<file path="config.mk">
export PLATFORM = sky130hd
export DESIGN_NAME = bis_cfg
export DESIGN_NICKNAME = d
export VERILOG_FILES = /design/src/rtl/bis_pkg.sv /design/src/rtl/bis_cfg.sv
export SDC_FILE = /design/constraint.sdc
export NUM_CORES = 1
export LEC_CHECK = 0
export BUFFER_PORTS_ARGS = -buffer_cell sky130_fd_sc_hd__buf_2
export CORE_ASPECT_RATIO = 1.5
export CORE_UTILIZATION = 45
export DETAILED_ROUTE_END_ITERATION = 7
export PLACE_DENSITY = 0.78
export SKIP_LAST_GASP = 1
export SLEW_MARGIN = 40
export SYNTH_ARGS = -nofsm -noshare
export SYNTH_HDL_FRONTEND = slang
export SYNTH_SLANG_ARGS = --single-unit
</file>
<file path="constraint.sdc">
create_clock -name clk -period 1.55 [get_ports clk]
set_input_delay 0.31 -clock clk [delete_from_list [all_inputs] [get_ports clk]]
set_output_delay 0.31 -clock clk [all_outputs]
set_load 0.01 [all_outputs]
</file>
<file path="src/rtl/bis_pkg.sv">
// ----------------------------------------------------------------------------
// bis_pkg
// Shared types and constants of the bilinear image scaler.
// ----------------------------------------------------------------------------
package bis_pkg;

    localparam int COORD_W = 12;
    localparam int STEP_W  = 24;
    localparam int PROD_W  = COORD_W + STEP_W;
    localparam int SIZE_W  = 9;
    localparam int CHAN_W  = 8;
    localparam int PIX_W   = 4 * CHAN_W;
    localparam int NBANK   = 4;

    localparam logic [SIZE_W-1:0] SIZE_RESET = 9'd256;
    localparam logic [STEP_W-1:0] STEP_RESET = 24'd65536;

    typedef enum logic [1:0] {
        REG_SRC_WIDTH  = 2'd0,
        REG_SRC_HEIGHT = 2'd1,
        REG_STEP_X     = 2'd2,
        REG_STEP_Y     = 2'd3
    } reg_idx_t;

    typedef struct packed {
        logic [SIZE_W-1:0] src_width;
        logic [SIZE_W-1:0] src_height;
        logic [STEP_W-1:0] step_x;
        logic [STEP_W-1:0] step_y;
    } cfg_t;

    // bank parity of each neighbor
    typedef struct packed {
        logic x0p;
        logic x1p;
        logic y0p;
        logic y1p;
    } sel_t;

    typedef struct packed {
        logic [CHAN_W-1:0]  alpha;
        logic [CHAN_W-1:0]  blue;
        logic [CHAN_W-1:0]  green;
        logic [CHAN_W-1:0]  red;
        logic [COORD_W-1:0] row;
        logic [COORD_W-1:0] col;
    } res_t;

endpackage

</file>
<file path="src/rtl/bis_cfg.sv">
// ----------------------------------------------------------------------------
// bis_cfg
// APB register file: source size and inverse zoom steps.
// ----------------------------------------------------------------------------
module bis_cfg (
    input  logic          clk,
    input  logic          rst_n,
    input  logic          psel,
    input  logic          penable,
    input  logic          pwrite,
    input  logic [3:0]    paddr,
    input  logic [31:0]   pwdata,
    output logic [31:0]   prdata,
    output logic          pready,
    output bis_pkg::cfg_t cfg
);

    bis_pkg::cfg_t     cfg_reg;
    bis_pkg::reg_idx_t idx;
    logic              wr;

    assign idx    = bis_pkg::reg_idx_t'(paddr[3:2]);
    assign wr     = psel && penable && pwrite;
    assign pready = 1'b1;
    assign cfg    = cfg_reg;

    always_ff @(posedge clk or negedge rst_n)
    begin
        if (!rst_n)
        begin
            cfg_reg.src_width  <= bis_pkg::SIZE_RESET;
            cfg_reg.src_height <= bis_pkg::SIZE_RESET;
            cfg_reg.step_x     <= bis_pkg::STEP_RESET;
            cfg_reg.step_y     <= bis_pkg::STEP_RESET;
        end
        else if (wr)
        begin
            unique case (idx)
                bis_pkg::REG_SRC_WIDTH:  cfg_reg.src_width  <= pwdata[bis_pkg::SIZE_W-1:0];
                bis_pkg::REG_SRC_HEIGHT: cfg_reg.src_height <= pwdata[bis_pkg::SIZE_W-1:0];
                bis_pkg::REG_STEP_X:     cfg_reg.step_x     <= pwdata[bis_pkg::STEP_W-1:0];
                bis_pkg::REG_STEP_Y:     cfg_reg.step_y     <= pwdata[bis_pkg::STEP_W-1:0];
            endcase
        end
    end

    always_comb
    begin
        unique case (idx)
            bis_pkg::REG_SRC_WIDTH:  prdata = 32'(cfg_reg.src_width);
            bis_pkg::REG_SRC_HEIGHT: prdata = 32'(cfg_reg.src_height);
            bis_pkg::REG_STEP_X:     prdata = 32'(cfg_reg.step_x);
            bis_pkg::REG_STEP_Y:     prdata = 32'(cfg_reg.step_y);
        endcase
    end

endmodule

</file>
* Word-level counts from Yosys, hierarchy flattened
Cells that the tools add are included.
Storage, ports and cells: output and inout port bits 99, register bits 66, logic and storage cells 15
Cells by class: reduce and logical (&&, ||, !) cells 7, eq/ne operators 3, mux-type cells 1
Operators by type and width (count):
- $pmux W32 S4 | 1
- $reduce_and A2 Y1 | 4
- $eq A2 B2 Y1 const B | 2
- $eq A2 B1 Y1 const B | 1
- $logic_and A1 B1 Y1 | 2
- $logic_not A2 Y1 | 1

* Depth between registers and ports, before layout
Gate-level depths: netlist (run 1).
depth in word-level cells 3, mapped depth 5

* Worst setup path after synthesis (run 1)
Ideal clock, no wire load.
path kind in2out, start input paddr[2], end output prdata[0], arrival time 1.185 ns, setup slack 0.055 ns, stages 3, cell sequence buf_6 > buf_4 > mux4_2
Between the ends: cells in the longest elaborated chain, start to end 2, elaborated cells on any way between the ends 5, those cells by class eq/ne (3); mux (1); reduce/logical (1)
Ends and longest elaborated chain:
- from (decl) | line bis_cfg.sv:11 | input logic [3:0] paddr,
- $eq A2 B2 Y1, or another cell as far along | line bis_cfg.sv:49 | unique case (idx)
- $pmux W32 S4 * | line bis_cfg.sv:49
- to (decl) | line bis_cfg.sv:13 | output logic [31:0] prdata,
Every way passes the cells marked *; elsewhere a longest branch is shown, timed or not. The select of a mux whose other input is x is not followed.

* Worst setup path after layout (run 1)
start register cfg_reg, in the netlist cfg[60], end output prdata[3]
Between the ends: cells in the longest elaborated chain, start to end 1
Ends and longest elaborated chain:
- from (decl) | line bis_cfg.sv:18 | bis_pkg::cfg_t cfg_reg;
- $pmux W32 S4 | line bis_cfg.sv:49
Every way passes these cells. The select of a mux whose other input is x is not followed.

==> metrics.cfg, run 1 <==
[pwr]
p_leak_nw=2.27
vdd_drop_max_mv=0.897
power.density_nw_per_um2=1420

[sta]
clock_skew_ns=0
timing.hold.ws_ns=0.204
finalHoldViolCount=0
fin_crit_ns=1.67
setup-violations-final=9
rsz0062_at_grt=yes
fmax_mhz=600
setup_slack_ns=-0.118
period_share_pct=108
finalSetupTns_ns=-0.877
slew_viol_final=0

[finish]
n_antenna_cell=0
fillers=506
largest_reg_flops=66
drive_above_1_share_pct=71.8
layout.nets=401
layout.cells.non_filler=441
syn2layout_area_growth_pct=41.3
final_util_pct=66.7

[outcome]
violations=negative setup slack
status=finished, violations left

[synthesis]
synth_fa_ha_area_share_pct=0
syn_area_per_cell_um2=15.7
synth.area.top_cells=dfrtp_1, mux2_2, mux2_4
ys.flop_type=dfrtp_1
syn_inst=199
yosysSeqAreaShare_pct=53.0
synth_top_family_by_area=multiplexers
synth.most_common_cell=dfrtp_1
synth.cells.most_frequent=dfrtp_1, mux2_2, mux2_4, mux2i_1, nor2b_1
ys_seq_elements=66
synth.distinct_cells=17
async_flop_share_pct=100
synth-compound-area-share_pct=0
yosysTopAreaCellShare_pct=49.6
syn-cell-area_um2=3130
synthMuxAreaShare_pct=37.5
yosys_warnings=0
synth-edff-count=0
yosys.area.top_type=dfrtp_1
synth_xor_area_share_pct=0
synth_simple_gate_area_share_pct=4.44

[min_path]
hold_class=input pin to flip-flop
worstHoldStart=pwdata[13]
whs_endpoint=cfg[37]
hold_depth=2

[clock_network]
clk_latency_ns=0.34
clk_path_buf_depth=2
cts_tree=yes
htreeDepth=3
cts-root-buf=clkbuf_8
clkSinkCount=66
clk_transition_reported_paths_ns=0.08
cts_buffers=9

[global_route]
grt_pass1_vias=2318
antenna_found_initial=0
grt_max_degree=67
grtUsageTotal_pct=20.4
gr-total-overflow=0
grt_pass1_wl_mm=11.4

[routing]
firstDrtPassIters=4
drt-total-wl_mm=6.96
routedWlPerCell_um=15.8
vias_per_cell=5.00
ant_nets=0
drcViolationCount=0
drtIter0Drc=83
vias=2203

[worst_setup_path]
cp_cell_sequence=mux4_2 > buf_6
slowest_delay_ns=0.48
rrSetupSlack_ns=0.65
endpoint_kind=output pin
path_max_fanout=3
r2r_end=cfg[29]
arrival_ns=1.36
reg2reg_from=cfg[29]
r2r_cells=2
critPathSlowestCell=mux4_2
start_kind=flip-flop
required_ns=1.24
path_class=flip-flop to output pin

[die]
die_w_um=70.1
dieArea_um2=7290
die_y_um=104
start_util_pct=47.2
rows=36
ioPinCount=140
core_area_um2=6620

[place]
io_buffer_count=120
place_inst=396
dp_hpwl_mm=4.74
gp_congestion=0.730

[job]
drv_cap=0

[logic make-up (layout without fill, tap and decap cells)]
logic type | after synthesis | count (layout)
muxes | 90 | 90
DFF | 66 | 66
buffers and inverters | 21 | 180
and+or+nand+nor | 20 | 20
other | 2 | 9
[stage by stage]
step           worst slack, ns  instance area (µm²)  total power (W)
2_1_floorplan           0.0554                 3150          0.00339
3_3_place_gp           -0.0169                 3900          0.00408
3_5_place_dp           -0.0134                 3900          0.00414
4_1_cts                 -0.136                 4360          0.00627
5_1_grt                 -0.191                 4420          0.00662
6_report                -0.118                 4420          0.00629
[final cells by class]
class,instances,area [µm²],area share (%)
Clock inverter,7,141,3.20
Multi-Input combinational cell,119,1350,30.6
Tap cell,76,95.1,2.15
Timing Repair Buffer,164,1050,23.8
Sequential cell,66,1660,37.5
Clock buffer,9,124,2.80
[per-layer routing]
metal | up-vias | global-route usage (%) | part of all wire, %
met5 | - | 0 | 0
met1 | 1089 | 23.7 | 40
met2 | 89 | 34.8 | 53
met4 | 0 | 7.29 | 1.2
met3 | 7 | 6.69 | 5.7
li1 | 1018 | - | -
[how the worst max path moves through the flow]
stage / from / end / slack [ns] / cells past startpoint
after floorplan: paddr[2] / prdata[0] / 0.06 / 3
after global placement: paddr[2] / prdata[6] / -0.02 / 4
after detailed placement: paddr[2] / prdata[2] / -0.01 / 4
after CTS: cfg[58] / prdata[1] / -0.14 / 2
after global routing: cfg[58] / prdata[1] / -0.19 / 2
final: cfg[60] / prdata[3] / -0.12 / 2
[repair_timing]
item / in CTS / in global routing
endpoints found under the hold margin: 62 / 0
setup endpoints to repair: 9 / 13
buffers inserted: 24 / 4
gates resized for setup: 0 / 5
hold buffers: 1 / 0
[worst max-delay path: cells and delay by family (launching register included)]
family	cells	cell delay, ns
buf+inv	1	0.14
flops	1	0.40
mux	1	0.48
[power breakdown]
group	switching (W)	internal, W
combinational	0.000822	0.00115
sequential	0.000262	0.00214
clock	0.000684	0.00123
total	0.00177	0.00452
[cells in the final DEF, fill, tap and decap left out]
master and instances:
buf_2 116, dfrtp_1 62, mux2_2 46, buf_4 35, mux2_4 20, mux2i_1 15, nor2b_1 15, mux4_2 9
conb_1 9, clkbuf_8 9, buf_12 7, buf_6 5, dfstp_2 4, bufinv_16 4, and3_4 1, nand3b_1 1
and3b_2 1, nand3_2 1, nor3b_2 1, clkinv_4 1, clkinv_2 1, clkinvlp_4 1, dlygate4sd3_1 1
(Power assumes the default switching activity.)
==> inputs of run 2 (changes only) <==
--- a/config.mk
+++ b/config.mk
@@ -7,7 +7,7 @@
 export LEC_CHECK = 0
 export BUFFER_PORTS_ARGS = -buffer_cell sky130_fd_sc_hd__buf_2
 export CORE_ASPECT_RATIO = 1.5
-export CORE_UTILIZATION = 45
+export CORE_UTILIZATION = 43
 export DETAILED_ROUTE_END_ITERATION = 7
 export PLACE_DENSITY = 0.78
 export SKIP_LAST_GASP = 1
==> constraint.sdc (replaced) <==
create_clock -name clk -period 1.4 [get_ports clk]
set_input_delay 0.28 -clock clk [delete_from_list [all_inputs] [get_ports clk]]
set_output_delay 0.28 -clock clk [all_outputs]
set_load 0.01 [all_outputs]
==> metrics.cfg, run 2 (same netlist as run 1, synthesis figures left out) <==
[routing]
vias_per_cell=4.99  ; -0.13%
drt-total-wl_mm=7.15  ; +2.7%
drtIter0Drc=111  ; +34%
vias=2245  ; +1.9%
routedWlPerCell_um=15.9  ; +0.69%
firstDrtPassIters=4  ; unchanged
ant_nets=0  ; unchanged
drcViolationCount=0  ; unchanged

[pwr]
p_comb_share_pct=34.2  ; +2.8 points
power.density_nw_per_um2=1480  ; +3.9%
internal-power_w=0.00473  ; +4.7%
vdd_drop_max_mv=0.910  ; +1.4%
swShare_pct=29.3  ; +1.2 points
p_leak_nw=2.32  ; +2.2%
power_switching_w=0.00196  ; +11%
pwr-share-seq_pct=40.0  ; +1.8 points
p_clk_share_pct=25.7  ; -4.7 points

[finish]
final_area_um2=4530  ; +2.5%
layout.cells.non_filler=450  ; +2.0%
final_util_pct=65.2  ; -1.5 points
drive_above_1_share_pct=72.6  ; +0.80 points
final_common_cell=buf_2
layout.nets=408  ; +1.7%
fillers=517  ; +2.2%
final_cell_mix=buf_2, dfrtp_1, mux2_2, buf_4, mux2_4
largest_reg_flops=66  ; unchanged
syn2layout_area_growth_pct=44.7
n_antenna_cell=0  ; unchanged

[place]
dp_hpwl_mm=4.76  ; +0.41%
io_buffer_count=120  ; unchanged
gp_congestion=0.696  ; -4.7%
placed_cell_area_um2=3940  ; +1.0%
place_inst=398  ; +0.51%

[die]
die_w_um=71.6  ; +2.2%
start_util_pct=45.0  ; -2.2 points
ioPinCount=140  ; unchanged
dieArea_um2=7620  ; +4.5%
die_y_um=106  ; +2.3%
rows=37  ; +2.8%
core_area_um2=6940  ; +4.9%

[sta]
setup-violations-final=10  ; +1
setup_slack_ns=-0.270  ; -0.153 ns
finalSetupTns_ns=-1.96  ; -1.09 ns
slew_viol_final=0  ; unchanged
finalHoldViolCount=0  ; unchanged
clock_skew_ns=0  ; unchanged
timing.hold.ws_ns=0.189  ; -0.0153 ns
period_share_pct=119
rsz0062_at_grt=yes
fin_crit_ns=1.67
fmax_mhz=599

[clock_network]
clk_path_buf_depth=2  ; unchanged
htreeDepth=3  ; unchanged
clk_transition_reported_paths_ns=0.08  ; about the same
clkSinkCount=66  ; unchanged
cts_tree=yes
clk_latency_ns=0.33  ; about the same
cts-root-buf=clkbuf_8
cts_buffers=9  ; unchanged

[global_route]
grtUsageTotal_pct=19.0  ; -1.4 points
grt_pass1_wl_mm=11.1  ; -2.6%
antenna_found_initial=0  ; unchanged
grt_max_degree=67  ; unchanged
grt_pass1_vias=2241  ; -3.3%
gr-total-overflow=0  ; unchanged

[outcome]
status=finished, violations left
violations=negative setup slack

[worst_setup_path]
path_max_fanout=3  ; unchanged
required_ns=1.12  ; -0.12 ns
endpoint_kind=output pin
arrival_ns=1.39  ; +0.03 ns
rrSetupSlack_ns=0.41  ; -0.24 ns
start_kind=flip-flop
path_class=flip-flop to output pin

[min_path]
hold_class=input pin to flip-flop

[job]
drv_cap=0  ; unchanged

==> run 2: repair_timing <==
action | 4_1_cts | 5_1_grt
setup buffers | 20 | 13
endpoints found under the hold margin | 62 | 0
hold buffers | 1 | 0
gates cloned | 2 | 0
gates resized for setup | 3 | 8
setup endpoints to repair | 14 | 24
==> run 2: through the flow <==
| stage | power [W] | setup slack [ns] |
|---|---|---|
| global placement | 0.00453 | -0.0954 |
| finish | 0.00669 | -0.270 |
| floorplan | 0.00375 | 0.0118 |
| global route | 0.00703 | -0.313 |
| CTS | 0.00658 | -0.288 |
| detailed placement | 0.00459 | -0.102 |
==> run 2: power by group through the flow <==
stage | clock, W | combinational, W | sequential [W]
6_report | 0.00172 | 0.00229 | 0.00268
5_1_grt | 0.00185 | 0.00246 | 0.00272
4_1_cts | 0.00178 | 0.00213 | 0.00267
3_5_place_dp | 0 | 0.00185 | 0.00274
3_3_place_gp | 0 | 0.00182 | 0.00271
2_1_floorplan | 0 | 0.000849 | 0.00290
==> run 2: critical path, stage by stage (launching register included) <==
cell and delay [ns]:
dfrtp_1 0.41, mux4_2 0.50, buf_6 0.14
==> run 2: final timing paths <==
| path | cells past startpoint | startpoint | to |
|---|---|---|---|
| worst max-delay path | 2 | cfg[3] | prdata[3] |
| worst min-delay path | 2 | pwdata[17] | cfg[41] |
| worst max register to register | 3 | cfg[1] | cfg[1] |
| worst min register to register | 1 | cfg[61] | cfg[61] |
| max in group asynchronous | 3 | rst_n | cfg[40] |
| min in group asynchronous | 3 | rst_n | cfg[63] |
==> run 2: area by class of cell <==
class / instances / area (µm²) / area share, %
Timing Repair Buffer: 171 / 1200 / 26.5
Tap cell: 78 / 97.6 / 2.16
Sequential cell: 66 / 1660 / 36.6
Clock buffer: 9 / 124 / 2.74
Clock inverter: 7 / 93.8 / 2.07
Multi-Input combinational cell: 119 / 1350 / 29.9
==> run 2: per-layer routing <==
metal / share of wire [%] / wire [µm] / global-route usage [%] / vias up
met5: 0 / 0 / 0 / -
met4: 1.2 / 85 / 5.88 / 0
li1: - / - / - / 1027
met3: 4.6 / 331 / 4.55 / 8
met2: 55 / 3900 / 33.6 / 78
met1: 40 / 2830 / 22.5 / 1132
